$ cat src/hdl/block_average_overvoltage_trip_top_macros.svh
// assertion macros shared by the block average overvoltage trip rtl
`ifndef BLOCK_AVERAGE_OVERVOLTAGE_TRIP_TOP_MACROS_SVH
`define BLOCK_AVERAGE_OVERVOLTAGE_TRIP_TOP_MACROS_SVH

// condition that must hold on every clock edge out of reset
`define BAOT_ASSERT_ALWAYS(lbl, expr, msg) \
    lbl: assert property (@(posedge aclk) disable iff (!aresetn) (expr)) else $error(msg);

// consequence that must hold in the same cycle as the cause
`define BAOT_ASSERT_SAME(lbl, ante, cons, msg) \
    lbl: assert property (@(posedge aclk) disable iff (!aresetn) (ante) |-> (cons)) \
        else $error(msg);

// consequence that must hold in the cycle after the cause
`define BAOT_ASSERT_NEXT(lbl, ante, cons, msg) \
    lbl: assert property (@(posedge aclk) disable iff (!aresetn) (ante) |=> (cons)) \
        else $error(msg);

`endif

$ cat src/hdl/baot_pkg.sv
// types and constants for the block average overvoltage trip
`default_nettype none

package baot_pkg;

    localparam int ADC_W     = 12;
    localparam int NUM_CH    = 4;
    localparam int AVG_W     = 15;
    localparam int LIMIT_W   = 12;
    localparam int COUNT_W   = 8;
    localparam int STATE_W   = 2;
    localparam int CFG_IDX_W = 1;
    localparam int CFG_DATA_W = 12;

    // sets per block; the averaging shift needs a power of two
    localparam int BLOCK_LEN  = 8;
    localparam int BLOCK_LOG2 = $clog2(BLOCK_LEN);
    localparam int IDX_W      = (BLOCK_LOG2 > 0) ? BLOCK_LOG2 : 1;
    localparam int SUM_W      = ADC_W + BLOCK_LOG2;
    // sum scaled to 15.3 before the shift by the block length
    localparam int FRAC_BITS  = 3;

    localparam logic [LIMIT_W-1:0] BUS_LIMIT_RESET  = LIMIT_W'(3000);
    localparam logic [COUNT_W-1:0] TRIP_COUNT_RESET = COUNT_W'(5);

    // channel order inside the sum array
    localparam int CH_BUS  = 0;
    localparam int CH_VOUT = 1;
    localparam int CH_CUR  = 2;
    localparam int CH_VIN  = 3;

    typedef enum logic [CFG_IDX_W-1:0] {
        CFG_BUS_LIMIT  = 1'b0,
        CFG_TRIP_COUNT = 1'b1
    } baot_cfg_idx_t;

    typedef enum logic [2:0] {
        GUARD_NORMAL  = 3'b001,
        GUARD_PENDING = 3'b010,
        GUARD_TRIPPED = 3'b100
    } baot_guard_t;

    localparam logic [STATE_W-1:0] CODE_NORMAL  = 2'd0;
    localparam logic [STATE_W-1:0] CODE_PENDING = 2'd1;
    localparam logic [STATE_W-1:0] CODE_TRIPPED = 2'd2;

    typedef struct packed {
        logic [ADC_W-1:0] bus_sample;
        logic [ADC_W-1:0] vout_sample;
        logic [ADC_W-1:0] current_sample;
        logic [ADC_W-1:0] vin_sample;
        logic             fault_clear;
    } baot_in_t;

    typedef struct packed {
        logic [AVG_W-1:0]   bus_average;
        logic [AVG_W-1:0]   vout_average;
        logic [AVG_W-1:0]   current_average;
        logic [AVG_W-1:0]   vin_average;
        logic               fault_flag;
        logic [STATE_W-1:0] guard_state;
        logic [COUNT_W-1:0] over_count;
    } baot_out_t;

    function automatic logic [STATE_W-1:0] guard_code(input baot_guard_t mode);
        logic [STATE_W-1:0] code;
        unique case (mode)
            GUARD_PENDING: code = CODE_PENDING;
            GUARD_TRIPPED: code = CODE_TRIPPED;
            default:       code = CODE_NORMAL;
        endcase
        return code;
    endfunction

    // block sum to unsigned 12.3 average
    function automatic logic [AVG_W-1:0] block_average(input logic [SUM_W-1:0] sum);
        logic [SUM_W+FRAC_BITS-1:0] scaled;
        scaled = {sum, {FRAC_BITS{1'b0}}} >> BLOCK_LOG2;
        return scaled[AVG_W-1:0];
    endfunction

endpackage

`default_nettype wire

$ cat src/hdl/block_average_overvoltage_trip_top.sv
// block average overvoltage trip: top level with accumulators, guard and result register
// a block-ending request shows its result in the cycle after acceptance
// throughput: one request per cycle; one result per block of BLOCK_LEN requests
// only the block-ending request waits on a full, stalled result register
// reset (aresetn low, synchronous): sums, index, guard, count, fault, result valid and config to defaults
`default_nettype none
`include "block_average_overvoltage_trip_top_macros.svh"

module block_average_overvoltage_trip_top
    import baot_pkg::*;
(
    input  wire logic                  aclk,
    input  wire logic                  aresetn,
    // sample requests
    input  wire logic                  s_valid,
    output logic                       s_ready,
    input  wire baot_in_t              s_data,
    // block results
    output logic                       m_valid,
    input  wire logic                  m_ready,
    output baot_out_t                  m_data,
    // configuration writes
    input  wire logic                  cfg_valid,
    output logic                       cfg_ready,
    input  wire logic [CFG_IDX_W-1:0]  cfg_index,
    input  wire logic [CFG_DATA_W-1:0] cfg_data
);

    localparam logic [IDX_W-1:0] LAST_IDX = IDX_W'(BLOCK_LEN - 1);

    // configuration registers
    logic [LIMIT_W-1:0] bus_limit_reg, bus_limit_next;
    logic [COUNT_W-1:0] trip_limit_reg, trip_limit_next;

    // block accumulation state
    logic [IDX_W-1:0]   idx_reg, idx_next;
    logic [SUM_W-1:0]   sum_reg  [NUM_CH];
    logic [SUM_W-1:0]   sum_next [NUM_CH];
    logic [SUM_W-1:0]   sum_add  [NUM_CH];
    logic [ADC_W-1:0]   sample   [NUM_CH];

    // overvoltage guard
    baot_guard_t        guard_reg, guard_next, guard_step;
    logic [COUNT_W-1:0] count_reg, count_next, count_step, count_inc;
    logic               fault_reg, fault_next, fault_step;

    // result register
    logic               m_valid_reg, m_valid_next;
    baot_out_t          m_data_reg, m_data_next;

    logic               idx_last;
    logic               out_free;
    logic               s_accept;
    logic               cfg_accept;
    logic               block_end;
    logic               over;
    logic [SUM_W-1:0]   limit_scaled;

    // config port never stalls
    assign cfg_ready  = 1'b1;
    assign cfg_accept = cfg_valid && cfg_ready;

    // a request that does not end a block has no result, so it never waits
    assign idx_last  = (idx_reg == LAST_IDX);
    assign out_free  = !m_valid_reg || m_ready;
    assign s_ready   = out_free || !idx_last;
    assign s_accept  = s_valid && s_ready;
    assign block_end = s_accept && idx_last;

    assign m_valid = m_valid_reg;
    assign m_data  = m_data_reg;

    assign sample[CH_BUS]  = s_data.bus_sample;
    assign sample[CH_VOUT] = s_data.vout_sample;
    assign sample[CH_CUR]  = s_data.current_sample;
    assign sample[CH_VIN]  = s_data.vin_sample;

    // running sums, including the current request
    always_comb begin
        for (int c = 0; c < NUM_CH; c++) begin
            sum_add[c] = sum_reg[c] + SUM_W'(sample[c]);
        end
    end

    // average above limit is the same as sum above limit times block length
    assign limit_scaled = SUM_W'(bus_limit_reg) * SUM_W'(BLOCK_LEN);
    assign over         = (sum_add[CH_BUS] > limit_scaled);
    assign count_inc    = count_reg + COUNT_W'(1);

    // one guard step, used only on a block end
    always_comb begin
        guard_step = guard_reg;
        count_step = count_reg;
        fault_step = fault_reg;
        unique case (guard_reg)
            GUARD_PENDING: begin
                if (over) begin
                    count_step = count_inc;
                    if (count_inc >= trip_limit_reg) begin
                        guard_step = GUARD_TRIPPED;
                        fault_step = 1'b1;
                    end
                end else begin
                    guard_step = GUARD_NORMAL;
                    count_step = '0;
                end
            end
            GUARD_TRIPPED: begin
                // count is kept until the next normal step
                if (s_data.fault_clear) begin
                    guard_step = GUARD_NORMAL;
                    fault_step = 1'b0;
                end
            end
            default: begin
                count_step = '0;
                guard_step = over ? GUARD_PENDING : GUARD_NORMAL;
            end
        endcase
    end

    always_comb begin
        bus_limit_next  = bus_limit_reg;
        trip_limit_next = trip_limit_reg;
        if (cfg_accept) begin
            unique case (baot_cfg_idx_t'(cfg_index))
                CFG_BUS_LIMIT:  bus_limit_next  = cfg_data[LIMIT_W-1:0];
                CFG_TRIP_COUNT: trip_limit_next = cfg_data[COUNT_W-1:0];
                default: begin
                    bus_limit_next  = bus_limit_reg;
                    trip_limit_next = trip_limit_reg;
                end
            endcase
        end
    end

    // accumulate, and on a block end clear sums, step the guard and load the result
    always_comb begin
        idx_next     = idx_reg;
        guard_next   = guard_reg;
        count_next   = count_reg;
        fault_next   = fault_reg;
        m_data_next  = m_data_reg;
        m_valid_next = m_valid_reg && !m_ready;
        for (int c = 0; c < NUM_CH; c++) begin
            sum_next[c] = sum_reg[c];
        end
        if (s_accept) begin
            idx_next = idx_last ? '0 : idx_reg + IDX_W'(1);
            for (int c = 0; c < NUM_CH; c++) begin
                sum_next[c] = idx_last ? '0 : sum_add[c];
            end
        end
        if (block_end) begin
            guard_next   = guard_step;
            count_next   = count_step;
            fault_next   = fault_step;
            m_valid_next = 1'b1;
            m_data_next.bus_average     = block_average(sum_add[CH_BUS]);
            m_data_next.vout_average    = block_average(sum_add[CH_VOUT]);
            m_data_next.current_average = block_average(sum_add[CH_CUR]);
            m_data_next.vin_average     = block_average(sum_add[CH_VIN]);
            m_data_next.fault_flag      = fault_step;
            m_data_next.guard_state     = guard_code(guard_step);
            m_data_next.over_count      = count_step;
        end
    end

    // control state
    always_ff @(posedge aclk) begin
        if (!aresetn) begin
            bus_limit_reg  <= BUS_LIMIT_RESET;
            trip_limit_reg <= TRIP_COUNT_RESET;
            idx_reg        <= '0;
            guard_reg      <= GUARD_NORMAL;
            count_reg      <= '0;
            fault_reg      <= 1'b0;
            m_valid_reg    <= 1'b0;
            for (int c = 0; c < NUM_CH; c++) begin
                sum_reg[c] <= '0;
            end
        end else begin
            bus_limit_reg  <= bus_limit_next;
            trip_limit_reg <= trip_limit_next;
            idx_reg        <= idx_next;
            guard_reg      <= guard_next;
            count_reg      <= count_next;
            fault_reg      <= fault_next;
            m_valid_reg    <= m_valid_next;
            for (int c = 0; c < NUM_CH; c++) begin
                sum_reg[c] <= sum_next[c];
            end
        end
    end

    // result payload, no reset needed
    always_ff @(posedge aclk) begin
        m_data_reg <= m_data_next;
    end

    // fault latch and tripped state always move together
    `BAOT_ASSERT_ALWAYS(a_fault_matches_guard, fault_reg == (guard_reg == GUARD_TRIPPED), "fault latch out of step with guard")

    // a shown result carries a fault flag that agrees with its state code
    `BAOT_ASSERT_SAME(a_result_flag_code, m_valid_reg, m_data_reg.fault_flag == (m_data_reg.guard_state == CODE_TRIPPED), "result fault flag disagrees with state")

    // a block end always produces a result
    `BAOT_ASSERT_NEXT(a_block_end_result, block_end, m_valid_reg, "block end without result")

    // a mid-block request never drops a stalled result
    `BAOT_ASSERT_NEXT(a_stall_kept, s_accept && !idx_last && m_valid_reg && !m_ready, m_valid_reg && $stable(m_data_reg), "stalled result lost")

endmodule

`default_nettype wire
$ cat config.mk
export PLATFORM = sky130hd
export DESIGN_NAME = block_average_overvoltage_trip_top
export DESIGN_NICKNAME = d
export VERILOG_FILES = /design/src/hdl/baot_pkg.sv /design/src/hdl/block_average_overvoltage_trip_top.sv
export VERILOG_INCLUDE_DIRS = /design/src /design/src/hdl
export SDC_FILE = /design/constraint.sdc
export NUM_CORES = 1
export LEC_CHECK = 0
export ABC_AREA = 0
export BUFFER_PORTS_ARGS = -buffer_cell sky130_fd_sc_hd__buf_2
export CELL_PAD_IN_SITES_DETAIL_PLACEMENT = 1
export CELL_PAD_IN_SITES_GLOBAL_PLACEMENT = 1
export CORE_UTILIZATION = 40
export DETAILED_ROUTE_END_ITERATION = 12
export GPL_ROUTABILITY_DRIVEN = 0
export PLACE_DENSITY = 0.83
export SLEW_MARGIN = 20
export SYNTH_ARGS = -nofsm -noshare
export SYNTH_HDL_FRONTEND = slang
export SYNTH_SLANG_ARGS = --single-unit
$ cat constraint.sdc
create_clock -name aclk -period 10.5 [get_ports aclk]
set_clock_uncertainty 0.05 [all_clocks]
set_input_delay 2.1 -clock aclk [delete_from_list [all_inputs] [get_ports aclk]]
set_output_delay 2.1 -clock aclk [all_outputs]
set_load 0.05 [all_outputs]
== After elaboration in Yosys (flattened, before gate mapping) ==
Memory sizes are Yosys's and may differ from the RTL's.
Index checks and enable logic that the tools add are counted.

* Input port bits: 67
* RAM bits: 60
* Memories kept: 1
* Output and inout bits: 74
* Register bits after elaboration: 107
* Logic and storage cells: 68

{| class="wikitable"
|+ Memory list
! name !! depth !! bits a word !! read ports !! clocked after Yosys merged registers in !! wr ports !! line !! RTL
|-
| sum_reg || 4 || 15 || 4 || 0 || 4 || block_average_overvoltage_trip_top.sv:37 || <nowiki>logic [SUM_W-1:0] sum_reg [NUM_CH];</nowiki>
|}

* Add/sub/neg operators: 6
* Equal/unequal tests: 5
* Muxes and demuxes: 25
* Bitwise operators: 5
* Reduce and logical (&&, ||, !) cells: 10
* $lt $le $gt $ge: 2

{| class="wikitable"
|+ Operators by type and width
! operator !! number
|-
| $mux 15 || 8
|-
| $add 15x12->15 || 4
|-
| $mux 60 || 1
|-
| $pmux 8 s2 || 1
|-
| $gt 15x15->1 || 1
|-
| $mux 3 || 4
|-
| $eq 3x3->1 const B || 3
|-
| $add 8x1->8 const B || 1
|-
| $ge 8x8->1 || 1
|-
| $mux 8 || 1
|-
| $eq 3x2->1 const B || 2
|-
| $mux 1 || 6
|-
| $pmux 3 s2 || 1
|-
| $or 1x1->1 || 4
|-
| $pmux 2 s2 || 1
|-
| $reduce_and 2->1 || 2
|-
| $add 3x1->3 const B || 1
|-
| $logic_and 1x1->1 || 3
|-
| $logic_not 1->1 || 3
|-
| $logic_or 1x1->1 || 2
|-
| $mux 2 || 1
|-
| $pmux 1 s2 || 1
|-
| $not 1->1 || 1
|}

== Logic depth before layout (Yosys ltp) ==
Gate-level depths: netlist of the first run.

* Word-level depth: 7
* Gate-level depth with buffers: 17
* Mapped depth without buffers: 16

== Least setup slack after synthesis of the first run ==
No wires, ideal clock.

* Kind: in2reg
* From: input s_data[37] in the netlist's numbering
* To: register m_data_reg, in the netlist m_data[2] (data pin)
* Stages: 16
* Path slack: 4.843 ns
* Arrival: 5.347 ns
* Buffers on the path: 1
* Required time: 10.190 ns
* Setup time: 0.260 ns
* Cells stage by stage: ha_1 > fa_1 > a21o_1 > a21o_1 > a2111oi_4 > o211ai_2 > a21oi_2 > xnor2_1 > ha_1 > a21oi_1 > a21oi_1 > a211oi_1 > a21o_1 > buf_2 > o21ai_0 > mux2_2

{| class="wikitable"
|+ RTL lines
! what !! line !! RTL
|-
| start: declaration || block_average_overvoltage_trip_top.sv:17 || <nowiki>input wire baot_in_t s_data,</nowiki>
|-
| end signal: assignment || block_average_overvoltage_trip_top.sv:198 || <nowiki>m_data_reg <= m_data_next;</nowiki>
|-
| end: declaration || block_average_overvoltage_trip_top.sv:49 || <nowiki>baot_out_t m_data_reg, m_data_next;</nowiki>
|}

==> results of run 1 <==
[per-layer routing]
layer  part of all wire  track usage
met1               0.45        0.278
met2               0.49        0.379
met3              0.035       0.0379
met4              0.022       0.0837
met5                  0            0
[final cells by class]
class                   count  area [sq um]
well taps                 275           344
flip-flops and latches    167          4050
fillers                  2451         10900
clock inverters            14           103
inverters                  55           208
clock buffers              18           439
multi-input cells         621          4240
repair buffers            147           756
[power groups by stage]
stage	registers [mW]	clock network [mW]	logic, mW
final	0.745	0.581	0.363
after global routing	0.748	0.615	0.405
after CTS	0.745	0.596	0.363
after detailed placement	0.759	0	0.358
after global placement	0.757	0	0.342
after floorplan	0.752	0	0.266
[final timing paths]
path                 startpoint  cells after the start    endpoint  slack, ns
setup / recovery     s_data[37]                     16   m_data[2]       4.37
hold / removal       idx_reg[2]                      2  idx_reg[2]       0.41
setup reg to reg  sum_reg[0][0]                     15   m_data[2]       5.79
hold reg to reg      idx_reg[2]                      2  idx_reg[2]       0.41
[Yosys cell counts, types with 6 or more instances]
cell / number
sky130_fd_sc_hd__dfxtp_1: 96
sky130_fd_sc_hd__nand2_1: 93
sky130_fd_sc_hd__a21oi_1: 71
sky130_fd_sc_hd__edfxtp_1: 71
sky130_fd_sc_hd__ha_1: 71
sky130_fd_sc_hd__nor2_1: 55
sky130_fd_sc_hd__inv_1: 52
sky130_fd_sc_hd__xnor2_1: 37
sky130_fd_sc_hd__o21ai_0: 36
sky130_fd_sc_hd__nand3_1: 27
sky130_fd_sc_hd__a22o_1: 25
sky130_fd_sc_hd__a21o_1: 23
sky130_fd_sc_hd__clkbuf_1: 22
sky130_fd_sc_hd__nor3_1: 18
sky130_fd_sc_hd__xor2_1: 16
sky130_fd_sc_hd__a22oi_1: 14
sky130_fd_sc_hd__nand2b_1: 12
sky130_fd_sc_hd__o211ai_1: 11
sky130_fd_sc_hd__nor2b_1: 9
sky130_fd_sc_hd__or3_1: 9
sky130_fd_sc_hd__o21ai_1: 8
sky130_fd_sc_hd__nand4_1: 7
sky130_fd_sc_hd__o21a_1: 7
sky130_fd_sc_hd__a31oi_1: 6
sky130_fd_sc_hd__buf_2: 6
sky130_fd_sc_hd__o32ai_1: 6
[worst min-delay path: stages, from the launching register on]
cell and delay [ns]:
sky130_fd_sc_hd__dfxtp_1 0.31, sky130_fd_sc_hd__nand2_1 0.05, sky130_fd_sc_hd__a21oi_1 0.05
[cell families after synthesis]
logic type / Yosys count / synth area share
flops: 167 / 0.470
simple gates: 247 / 0.131
buf+inv: 87 / 0.0392
compound gates: 244 / 0.192
fa+ha+maj: 75 / 0.112
xor+xnor: 53 / 0.0538
other cells: 1 / 0.000435
mux: 1 / 0.00131
[per-stage QoR]
| step | area, sq um | power (mW) |
|---|---|---|
| global route | 10100 | 1.77 |
| global placement | 9600 | 1.10 |
| floorplan | 8630 | 1.02 |
| finish | 10100 | 1.69 |
| CTS | 10100 | 1.70 |
| detailed placement | 9600 | 1.12 |
==> Flow_metrics.wiki, run 1 <==
{| class="wikitable"
! Metric !! Value
|-
| Area inside the core boundary || 0.0211 sq mm
|-
| Fraction of synthesis flops using an asynchronous set or reset pin || 0
|-
| Setup crit end kind || register
|-
| # Max-Cap Violations || 0
|-
| Hold-fix buffers at CTS || 0
|-
| Post-route worst hold slack || 0.410 ns
|-
| GR Util All Layers || 0.221
|-
| Worst VDD drop || 0.0000965 V
|-
| Commonest non-fill, non-tap cell in the layout || sky130_fd_sc_hd__buf_2
|-
| DRT iter0 DRCs || 322
|-
| Count of input and output buffers || 139
|-
| Number of flip-flops in the largest register || 71
|-
| Proportion of power drawn by the clock network || 0.344
|-
| Power per cell area || 166 mW/mm^2
|-
| Post CTS Setup Buffer Count || 0
|-
| Critical path's largest stage delay || 0.56 ns
|-
| Proportion of synthesized chip area in sequential cells || 0.470
|-
| Most instantiated flip-flop cell in the synthesis netlist || sky130_fd_sc_hd__dfxtp_1
|-
| Count of unique library cells instantiated by Yosys || 63
|-
| Switching power || 0.505 mW
|-
| Leading cell types in the layout, fill and taps excluded || sky130_fd_sc_hd__buf_2 (139), sky130_fd_sc_hd__dfxtp_1 (96), sky130_fd_sc_hd__nand2_1 (93)
|-
| Most used cell along the critical path || sky130_fd_sc_hd__a21o_1
|-
| Final Max Slew Viols || 0
|-
| Clock net sink count || 167
|-
| Clock latency on the worst-skew pair || 0.43 ns
|-
| Vias in the first global route || 7361
|-
| Synth Register Bits || 167
|-
| Share of power burned in registers || 0.441
|-
| Category of the most critical setup path || in2reg
|-
| Clk pin slew, worst setup/hold paths || 0.07 ns
|-
| Synth Cell Area || 0.00863 sq mm
|-
| Maximum clock frequency || 0.163 GHz
|-
| Initial core utilization || 0.409
|-
| Synth warn || 0
|-
| Final period utilization || 0.584
|-
| Fin util || 0.481
|-
| Top-area cell type share of the netlist area || 0.247
|-
| Non-filler instance count after layout || 1297
|-
| First-pass iteration count of the detailed router || 4
|-
| Unrepaired setup endpoints after global routing || no
|-
| Number of endpoints with negative hold slack in the final report || 0
|-
| Switch share || 0.299
|-
| Internal power || 1.18 mW
|-
| Number of cells produced by synthesis || 875
|-
| EDFF count, synth || 71
|-
| Category of cells accounting for the largest share of critical-path delay || compound AO/OA/AOI/OAI gates
|-
| Status || finished, final reports clean
|-
| P&R area growth vs syn || 17.6%
|-
| Die area || 0.0222 sq mm
|-
| Post-route setup TNS || 0 ns
|-
| Final setup violation count || 0
|-
| Remaining DRCs || 0
|-
| Nets@finish || 1151
|-
| Clock buffer count from CTS || 17
|-
| Area contributors post-synth || sky130_fd_sc_hd__edfxtp_1 (25%), sky130_fd_sc_hd__dfxtp_1 (22%), sky130_fd_sc_hd__ha_1 (10%)
|-
| Post-synthesis net count || 1017
|-
| Overflow left after global routing || 0
|-
| Number of buffers on the longest clock path || 2
|-
| Vias per Instance || 5.42
|-
| Total of cells resized after clock tree synthesis || 0
|-
| Actual transition at the worst max-transition pin || 0.840 ns
|-
| Fraction of layout cells with a size suffix above 1 || 0.194
|-
| Number of cells after detailed placement || 1265
|-
| Minimum clock period after layout || 6.13 ns
|-
| Clock tree root buffer cell || sky130_fd_sc_hd__clkbuf_16
|-
| Detailed placer's ending HPWL || 17000 um
|-
| Mean Syn Cell Area || 9.86 sq um
|-
| Critical Path Slowest Stage Cell || sky130_fd_sc_hd__a21o_1
|-
| CP Max Fanout || 19
|-
| Hold WC Path Type || reg2reg
|-
| Routed length per instance || 18.1 um
|-
| Leakage power || 4.31 nW
|-
| WP data required || 10.63 ns
|-
| Data arrival time of the critical path || 6.26 ns
|-
| CTS H-Tree Depth || 4
|-
| Die Span X || 149 um
|-
| Worst setup margin || 4.37 ns
|-
| Via count || 7032
|-
| Worst setup SP type || input pin
|-
| Relative slew slack || 0.437
|-
| Buffer and inverter count on the worst path || 1
|-
| CTS tree || built
|-
| Sequence of cells on the critical path || buf_2 -> ha_1 -> fa_1 -> a21o_1 -> a21o_1 -> a2111oi_4 -> o21ai_0 -> a211oi_2 -> ha_1 -> a21o_1 -> nand3_1 -> a21oi_1 -> a211oi_1 -> a21o_1 -> o21ai_0 -> mux2_2
|-
| # diodes || 0
|-
| Wire length of the first global-routing pass || 38000 um
|-
| Combinational group share of total power || 0.215
|-
| Most area-hungry cell type in the Yosys netlist || sky130_fd_sc_hd__edfxtp_1
|-
| Y dimension of the die || 149 um
|-
| Pre-CTS WS || 3.91 ns
|-
| I/O pin cnt || 141
|-
| Number of core rows || 53
|-
| Maximum number of pins on one net before global-route repair || 52
|-
| Initial antenna violation count || 0
|-
| DRT antenna net count || 0
|-
| Wirelength, routed || 23500 um
|}
No activity file was read; power rests on OpenSTA's default activity.
==> run 2: changes to the inputs <==
--- a/config.mk
+++ b/config.mk
@@ -6,14 +6,14 @@
 export SDC_FILE = /design/constraint.sdc
 export NUM_CORES = 1
 export LEC_CHECK = 0
-export ABC_AREA = 0
+export ABC_AREA = 1
 export BUFFER_PORTS_ARGS = -buffer_cell sky130_fd_sc_hd__buf_2
 export CELL_PAD_IN_SITES_DETAIL_PLACEMENT = 1
 export CELL_PAD_IN_SITES_GLOBAL_PLACEMENT = 1
 export CORE_UTILIZATION = 40
 export DETAILED_ROUTE_END_ITERATION = 12
 export GPL_ROUTABILITY_DRIVEN = 0
-export PLACE_DENSITY = 0.83
+export PLACE_DENSITY = 0.86
 export SLEW_MARGIN = 20
 export SYNTH_ARGS = -nofsm -noshare
 export SYNTH_HDL_FRONTEND = slang
==> constraint.sdc (replaced) <==
create_clock -name aclk -period 5.8 [get_ports aclk]
set_clock_uncertainty 0.05 [all_clocks]
set_input_delay 1.16 -clock aclk [delete_from_list [all_inputs] [get_ports aclk]]
set_output_delay 1.16 -clock aclk [all_outputs]
set_load 0.05 [all_outputs]
==> run 2 against run 1 <==
Setup slack worse by 2.8 ns. Total power increased by 89%. Highest routed layer unchanged. Clock power increased by 100%. Critical path type unchanged.
==> Flow_metrics.wiki, run 2 <==
{| class="wikitable"
! Metric !! Value
|-
| Number of buffers on the longest clock path || 2
|-
| EDFF count, synth || 71
|-
| Most area-hungry cell type in the Yosys netlist || sky130_fd_sc_hd__edfxtp_1
|-
| Commonest non-fill, non-tap cell in the layout || sky130_fd_sc_hd__nand2_1
|-
| Remaining DRCs || 0
|-
| Synth Register Bits || 167
|-
| CP Max Fanout || 11
|-
| Vias in the first global route || 8823
|-
| Number of cells produced by synthesis || 1199
|-
| Nets@finish || 1476
|-
| Fin util || 0.482
|-
| Clk pin slew, worst setup/hold paths || 0.07 ns
|-
| Post CTS Setup Buffer Count || 0
|-
| Worst-case reg-to-reg path depth || 17
|-
| Die Span X || 155 um
|-
| Critical Path Slowest Stage Cell || sky130_fd_sc_hd__fa_1
|-
| Setup crit end kind || register
|-
| Initial core utilization || 0.411
|-
| CTS tree || built
|-
| Proportion of synthesized chip area in sequential cells || 0.433
|-
| Leakage power || 5.26 nW
|-
| Cell count of the worst hold path || 2
|-
| Status || finished, final reports clean
|-
| I/O pin cnt || 141
|-
| Overflow left after global routing || 0
|-
| Category of the most critical setup path || in2reg
|-
| Beginning of the worst hold path || sum_reg[0][9]
|-
| Total power of the final layout || 3.19 mW
|-
| DRT antenna net count || 0
|-
| # Max-Cap Violations || 0
|-
| Clock tree root buffer cell || sky130_fd_sc_hd__clkbuf_16
|-
| Critical path origin || s_data[37]
|-
| Data arrival time of the critical path || 4.36 ns
|-
| Area contributors post-synth || sky130_fd_sc_hd__edfxtp_1 (23%), sky130_fd_sc_hd__dfxtp_1 (21%), sky130_fd_sc_hd__nand2_1 (14%)
|-
| Capture instance of the worst register-to-register path || m_data[9]
|-
| R2R Path Start || sum_reg[0][0]
|-
| Relative slew slack || 0.456
|-
| Fraction of synthesis flops using an asynchronous set or reset pin || 0
|-
| Minimum clock period after layout || 4.25 ns
|-
| Count of input and output buffers || 139
|-
| Final period utilization || 0.733
|-
| Routed length per instance || 15.7 um
|-
| Fraction of layout cells with a size suffix above 1 || 0.137
|-
| Critical path's largest stage delay || 0.43 ns
|-
| Final setup violation count || 0
|-
| Detailed placer's ending HPWL || 19400 um
|-
| Number of core rows || 55
|-
| CTS H-Tree Depth || 4
|-
| First-pass iteration count of the detailed router || 4
|-
| P&R area growth vs syn || 17.2%
|-
| WP data required || 5.91 ns
|-
| Post-route setup TNS || 0 ns
|-
| Actual transition at the worst max-transition pin || 0.814 ns
|-
| Initial antenna violation count || 4
|-
| Most instantiated flip-flop cell in the synthesis netlist || sky130_fd_sc_hd__dfxtp_1
|-
| Wirelength, routed || 26200 um
|-
| Vias per Instance || 5.05
|-
| Sequence of cells on the critical path || buf_2 -> ha_1 -> fa_1 -> nand3_1 -> nand2_1 -> nand2_1 -> nand2_1 -> nand2_1 -> nand3_1 -> and2_1 -> ha_1 -> nand2_1 -> nor2_1 -> inv_1 -> nor2_1 -> nand3b_1 -> nand4_1 -> o21ai_0
|-
| Most used cell along the critical path || sky130_fd_sc_hd__nand2_1
|-
| Wire length of the first global-routing pass || 42500 um
|-
| Area inside the core boundary || 0.0228 sq mm
|-
| Final Max Slew Viols || 0
|-
| Maximum clock frequency || 0.235 GHz
|-
| Post-synthesis net count || 1341
|-
| Synth warn || 0
|-
| Top-area cell type share of the netlist area || 0.228
|-
| Number of endpoints with negative hold slack in the final report || 0
|-
| Worst VDD drop || 0.000153 V
|-
| Clock net sink count || 167
|-
| Count of unique library cells instantiated by Yosys || 33
|-
| Slack of the worst reg-to-reg path || 2.07 ns
|-
| Via count || 8405
|-
| Total of cells resized after clock tree synthesis || 0
|-
| Die area || 0.0240 sq mm
|-
| Leading cell types in the layout, fill and taps excluded || sky130_fd_sc_hd__nand2_1 (361), sky130_fd_sc_hd__inv_1 (147), sky130_fd_sc_hd__buf_2 (139)
|-
| Endpoint with the worst hold slack || sum_reg[0][9]
|-
| Clock latency on the worst-skew pair || 0.43 ns
|-
| Y dimension of the die || 155 um
|-
| Mean Syn Cell Area || 7.81 sq um
|-
| DRT iter0 DRCs || 299
|-
| Hold WC Path Type || reg2reg
|-
| Number of flip-flops in the largest register || 71
|-
| Unrepaired setup endpoints after global routing || no
|-
| Hold-fix buffers at CTS || 0
|-
| Worst setup SP type || input pin
|-
| Clock buffer count from CTS || 17
|-
| Synth Cell Area || 0.00936 sq mm
|-
| Power per cell area || 290 mW/mm^2
|-
| Cell with the most instances after synthesis || sky130_fd_sc_hd__nand2_1
|-
| Maximum number of pins on one net before global-route repair || 64
|-
| GR Util All Layers || 0.223
|-
| Commonest cells post-synth || sky130_fd_sc_hd__nand2_1 (361), sky130_fd_sc_hd__inv_1 (147), sky130_fd_sc_hd__a21oi_1 (115)
|}
run 2: how the worst max path moves through the flow:
stage,to,depth (start not counted)
after floorplan,m_data[3],18
after global placement,m_data[9],18
after detailed placement,m_data[9],18
after CTS,m_data[9],18
after global routing,m_data[9],18
final,m_data[9],18
run 2: cell type report:
type                       count  area (sq um)
clock inverter                13           143
tap                          313           392
multi-input combinational    854          4620
inverter                     150           564
timing repair buffer         144           733
clock buffer                  19           453
sequential                   167          4050
fill                        2828         11800
antenna                        4          10.0
run 2: power breakdown:
| group | internal [mW] | switching (mW) |
|---|---|---|
| clock | 0.663 | 0.501 |
| combinational | 0.242 | 0.440 |
| sequential | 1.30 | 0.0345 |
| total | 2.21 | 0.976 |
run 2: layer usage:
layer	part of all wire	vias up	routed length, um	track usage
met4	0.016	0	427	0.0754
met3	0.045	31	1170	0.0421
met1	0.43	4011	11200	0.254
met5	0	-	0	0
met2	0.51	156	13400	0.415
li1	-	4207	-	-
run 2: logic make-up after synthesis:
| logic type | count (synthesis) | synth area share |
|---|---|---|
| and+or+nand+nor | 583 | 0.268 |
| buffers and inverters | 178 | 0.0739 |
| AOI/OAI and AO/OA | 169 | 0.0973 |
| DFF | 167 | 0.433 |
| adders and majority gates | 75 | 0.103 |
| xor gates and xnor gates | 26 | 0.0243 |
| other | 1 | 0.000400 |
run 2: stage by stage:
step	cell area [sq um]	setup WS, ns	hold WS [ns]	cells
5_1_grt	11000	1.27	0.440	1662
3_5_place_dp	10400	1.18	0.413	1628
2_1_floorplan	9360	2.04	0.385	1199
4_1_cts	11000	1.59	0.423	1660
6_report	11000	1.55	0.424	1664
3_3_place_gp	10400	1.40	0.405	1628
run 2: worst max-delay path, delay by kind of cell:
family | cells | cell delay, ns
simple gates | 12 | 1.92
fa+ha+maj | 3 | 0.96
buf+inv | 2 | 0.17
compound gates | 1 | 0.12
==> run 3: changes to the inputs <==
--- a/config.mk
+++ b/config.mk
@@ -6,14 +6,14 @@
 export SDC_FILE = /design/constraint.sdc
 export NUM_CORES = 1
 export LEC_CHECK = 0
-export ABC_AREA = 1
+export ABC_AREA = 0
 export BUFFER_PORTS_ARGS = -buffer_cell sky130_fd_sc_hd__buf_2
 export CELL_PAD_IN_SITES_DETAIL_PLACEMENT = 1
 export CELL_PAD_IN_SITES_GLOBAL_PLACEMENT = 1
 export CORE_UTILIZATION = 40
 export DETAILED_ROUTE_END_ITERATION = 12
 export GPL_ROUTABILITY_DRIVEN = 0
-export PLACE_DENSITY = 0.86
+export PLACE_DENSITY = 0.83
 export SLEW_MARGIN = 20
 export SYNTH_ARGS = -nofsm -noshare
 export SYNTH_HDL_FRONTEND = slang
==> constraint.sdc (replaced) <==
create_clock -name aclk -period 4.2 [get_ports aclk]
set_clock_uncertainty 0.05 [all_clocks]
set_input_delay 0.84 -clock aclk [delete_from_list [all_inputs] [get_ports aclk]]
set_output_delay 0.84 -clock aclk [all_outputs]
set_load 0.05 [all_outputs]
==> run 3 against run 2 <==
The run now ends with negative setup slack left. Routed wire length is 5.2% lower. Hold slack worse by 0.014 ns. Sequential share of layout area is 0.83 points higher. Critical path depth is 1 lower. Utilization is 2.7 points higher. Total power is 45% higher. Global-route usage is 0.30 points lower. Sequential power is 39% higher. First-iteration DRC count is 4.0% lower. Final area is 2.2% lower. Critical path type unchanged. Largest cell class unchanged.
==> Flow_metrics.wiki, run 3 (synthesized netlist as in run 1, its figures left out) <==
{| class="wikitable"
! Metric !! Value
|-
| Status || complete, but fails checks
|-
| Violated checks || negative setup slack
|-
| Number of endpoints with negative hold slack in the final report || 0
|-
| Y dimension of the die || 149 um
|-
| Remaining DRCs || 0
|-
| Count of input and output buffers || 139
|-
| Wire length of the first global-routing pass || 38000 um
|-
| Beginning of the worst hold path || bus_limit_reg[1]
|-
| Maximum number of pins on one net before global-route repair || 50
|-
| Fin util || 0.509
|-
| Area inside the core boundary || 0.0211 sq mm
|-
| Data arrival time of the critical path || 4.35 ns
|-
| Initial antenna violation count || 1
|-
| Final setup violation count || 7
|-
| CP Max Fanout || 8
|-
| Commonest non-fill, non-tap cell in the layout || sky130_fd_sc_hd__buf_2
|-
| Initial core utilization || 0.409
|-
| Power per cell area || 429 mW/mm^2
|-
| Die Span X || 149 um
|-
| Number of buffers on the longest clock path || 2
|-
| Final Max Slew Viols || 0
|-
| Nets@finish || 1202
|-
| Minimum clock period after layout || 4.24 ns
|-
| Clock net sink count || 167
|-
| CTS tree || built
|-
| Worst VDD drop || 0.000260 V
|-
| Sequential cell area || 0.00405 sq mm
|-
| Wirelength, routed || 24800 um
|-
| Clock latency on the worst-skew pair || 0.43 ns
|-
| Number of core rows || 53
|-
| Routed length per instance || 18.4 um
|-
| Pre-CTS WS || -0.477 ns
|-
| GR Util All Layers || 0.220
|-
| Leakage power || 4.62 nW
|-
| Worst setup margin || -0.0379 ns
|-
| Hold WC Path Type || reg2reg
|-
| Actual transition at the worst max-transition pin || 0.741 ns
|-
| Clk pin slew, worst setup/hold paths || 0.07 ns
|-
| Number of flip-flops in the largest register || 71
|-
| Unrepaired setup endpoints after global routing || yes
|-
| Worst-case reg-to-reg path depth || 16
|-
| CTS H-Tree Depth || 4
|-
| Clock tree root buffer cell || sky130_fd_sc_hd__clkbuf_16
|-
| Total power of the final layout || 4.61 mW
|-
| Category of the most critical setup path || in2reg
|-
| Detailed placer's ending HPWL || 17500 um
|-
| Count of fill cells added during filler insertion || 2422
|-
| Overflow left after global routing || 0
|-
| WP data required || 4.32 ns
|-
| # Max-Cap Violations || 0
|-
| Via count || 7236
|-
| Vias in the first global route || 7430
|-
| P&R area growth vs syn || 24.4%
|-
| Maximum clock frequency || 0.236 GHz
|-
| Clock buffer count from CTS || 17
|-
| R2R Path Start || sum_reg[0][0]
|-
| Relative slew slack || 0.504
|-
| Area of the multi-input gates || 0.00432 sq mm
|-
| First-pass iteration count of the detailed router || 6
|-
| Leading cell types in the layout, fill and taps excluded || sky130_fd_sc_hd__buf_2 (138), sky130_fd_sc_hd__dfxtp_1 (96), sky130_fd_sc_hd__nand2_1 (93)
|-
| I/O pin cnt || 141
|-
| Post-route worst hold slack || 0.410 ns
|-
| Endpoint with the worst hold slack || bus_limit_reg[1]
|-
| Slack of the worst reg-to-reg path || 0.13 ns
|-
| Capture instance of the worst register-to-register path || m_data[6]
|-
| Hold-fix buffers at CTS || 0
|-
| DRT iter0 DRCs || 287
|-
| Vias per Instance || 5.36
|-
| Fraction of layout cells with a size suffix above 1 || 0.241
|-
| Final period utilization || 1.01
|-
| Worst setup SP type || input pin
|-
| Cell count of the worst hold path || 2
|-
| Die area || 0.0222 sq mm
|-
| DRT antenna net count || 0
|-
| Setup crit end kind || register
|}
==> run 3: changes by cell type in the layout (fill, tap and decap cells not counted), sizes merged, moves of 21 or more <==
cell,change
buf,+54
xnor2,+33
inv,-100
a21oi,-43
nand2,-270
nand3,-59
and2,-28
a21o,+21
a22o,+25
==> run 3: worst max-delay path by stage <==
stage | from | endpoint | slack [ns]
2_1_floorplan | s_data[37] | m_data[2] | 0.01
3_3_place_gp | s_data[37] | m_data[5] | -0.36
3_5_place_dp | s_data[37] | m_data[5] | -0.48
4_1_cts | s_data[37] | m_data[2] | 0.005
5_1_grt | s_data[37] | m_data[6] | -0.13
6_report | s_data[37] | m_data[6] | -0.04
==> run 3: worst max-delay path, stage by stage <==
cell	delay, ns
sky130_fd_sc_hd__buf_6	0.10
sky130_fd_sc_hd__ha_4	0.16
sky130_fd_sc_hd__fa_2	0.41
sky130_fd_sc_hd__a21o_1	0.17
sky130_fd_sc_hd__a21o_1	0.19
sky130_fd_sc_hd__a2111oi_4	0.43
sky130_fd_sc_hd__buf_4	0.19
sky130_fd_sc_hd__o31ai_4	0.09
sky130_fd_sc_hd__xnor2_2	0.19
sky130_fd_sc_hd__ha_1	0.32
sky130_fd_sc_hd__a21o_1	0.17
sky130_fd_sc_hd__a21o_1	0.21
sky130_fd_sc_hd__a211oi_4	0.33
sky130_fd_sc_hd__a21o_4	0.22
sky130_fd_sc_hd__buf_6	0.13
sky130_fd_sc_hd__buf_4	0.11
sky130_fd_sc_hd__o21ai_0	0.09
==> run 3: layer usage <==
layer / global-route usage / routed length, um
met1: 0.282 / 11100
met2: 0.376 / 12400
met4: 0.0760 / 533
met5: 0 / 0
met3: 0.0349 / 809
==> run 3: area by class of cell <==
cell class              instances  share of cell area
flip-flops and latches        167               0.378
repair buffers                198               0.110
inverters                      55              0.0192
multi-input cells             621               0.403
clock buffers                  22              0.0423
well taps                     275              0.0321
clock inverters                10              0.0157
diodes                          1            0.000233
==> run 3: through the flow <==
stage	TNS [ns]	instance area [sq um]	std cells
2_1_floorplan	0	8640	875
3_3_place_gp	-4.01	9950	1307
3_5_place_dp	-6.35	9950	1307
4_1_cts	0	10600	1340
5_1_grt	-1.10	10700	1349
6_report	-0.159	10700	1349
==> run 3: repair_timing <==
item | CTS | global route
resized for setup | 2 | 17
setup buffers | 1 | 8
gates cloned | 0 | 0
endpoints found under the setup margin | 9 | 16
pin swaps | 1 | 15
==> run 3: power by group <==
| group | switching, mW | internal [mW] | total [mW] |
|---|---|---|---|
| clock network | 0.657 | 1.02 | 1.67 |
| registers | 0.0539 | 1.81 | 1.86 |
| logic | 0.592 | 0.479 | 1.07 |
| total | 1.30 | 3.30 | 4.61 |
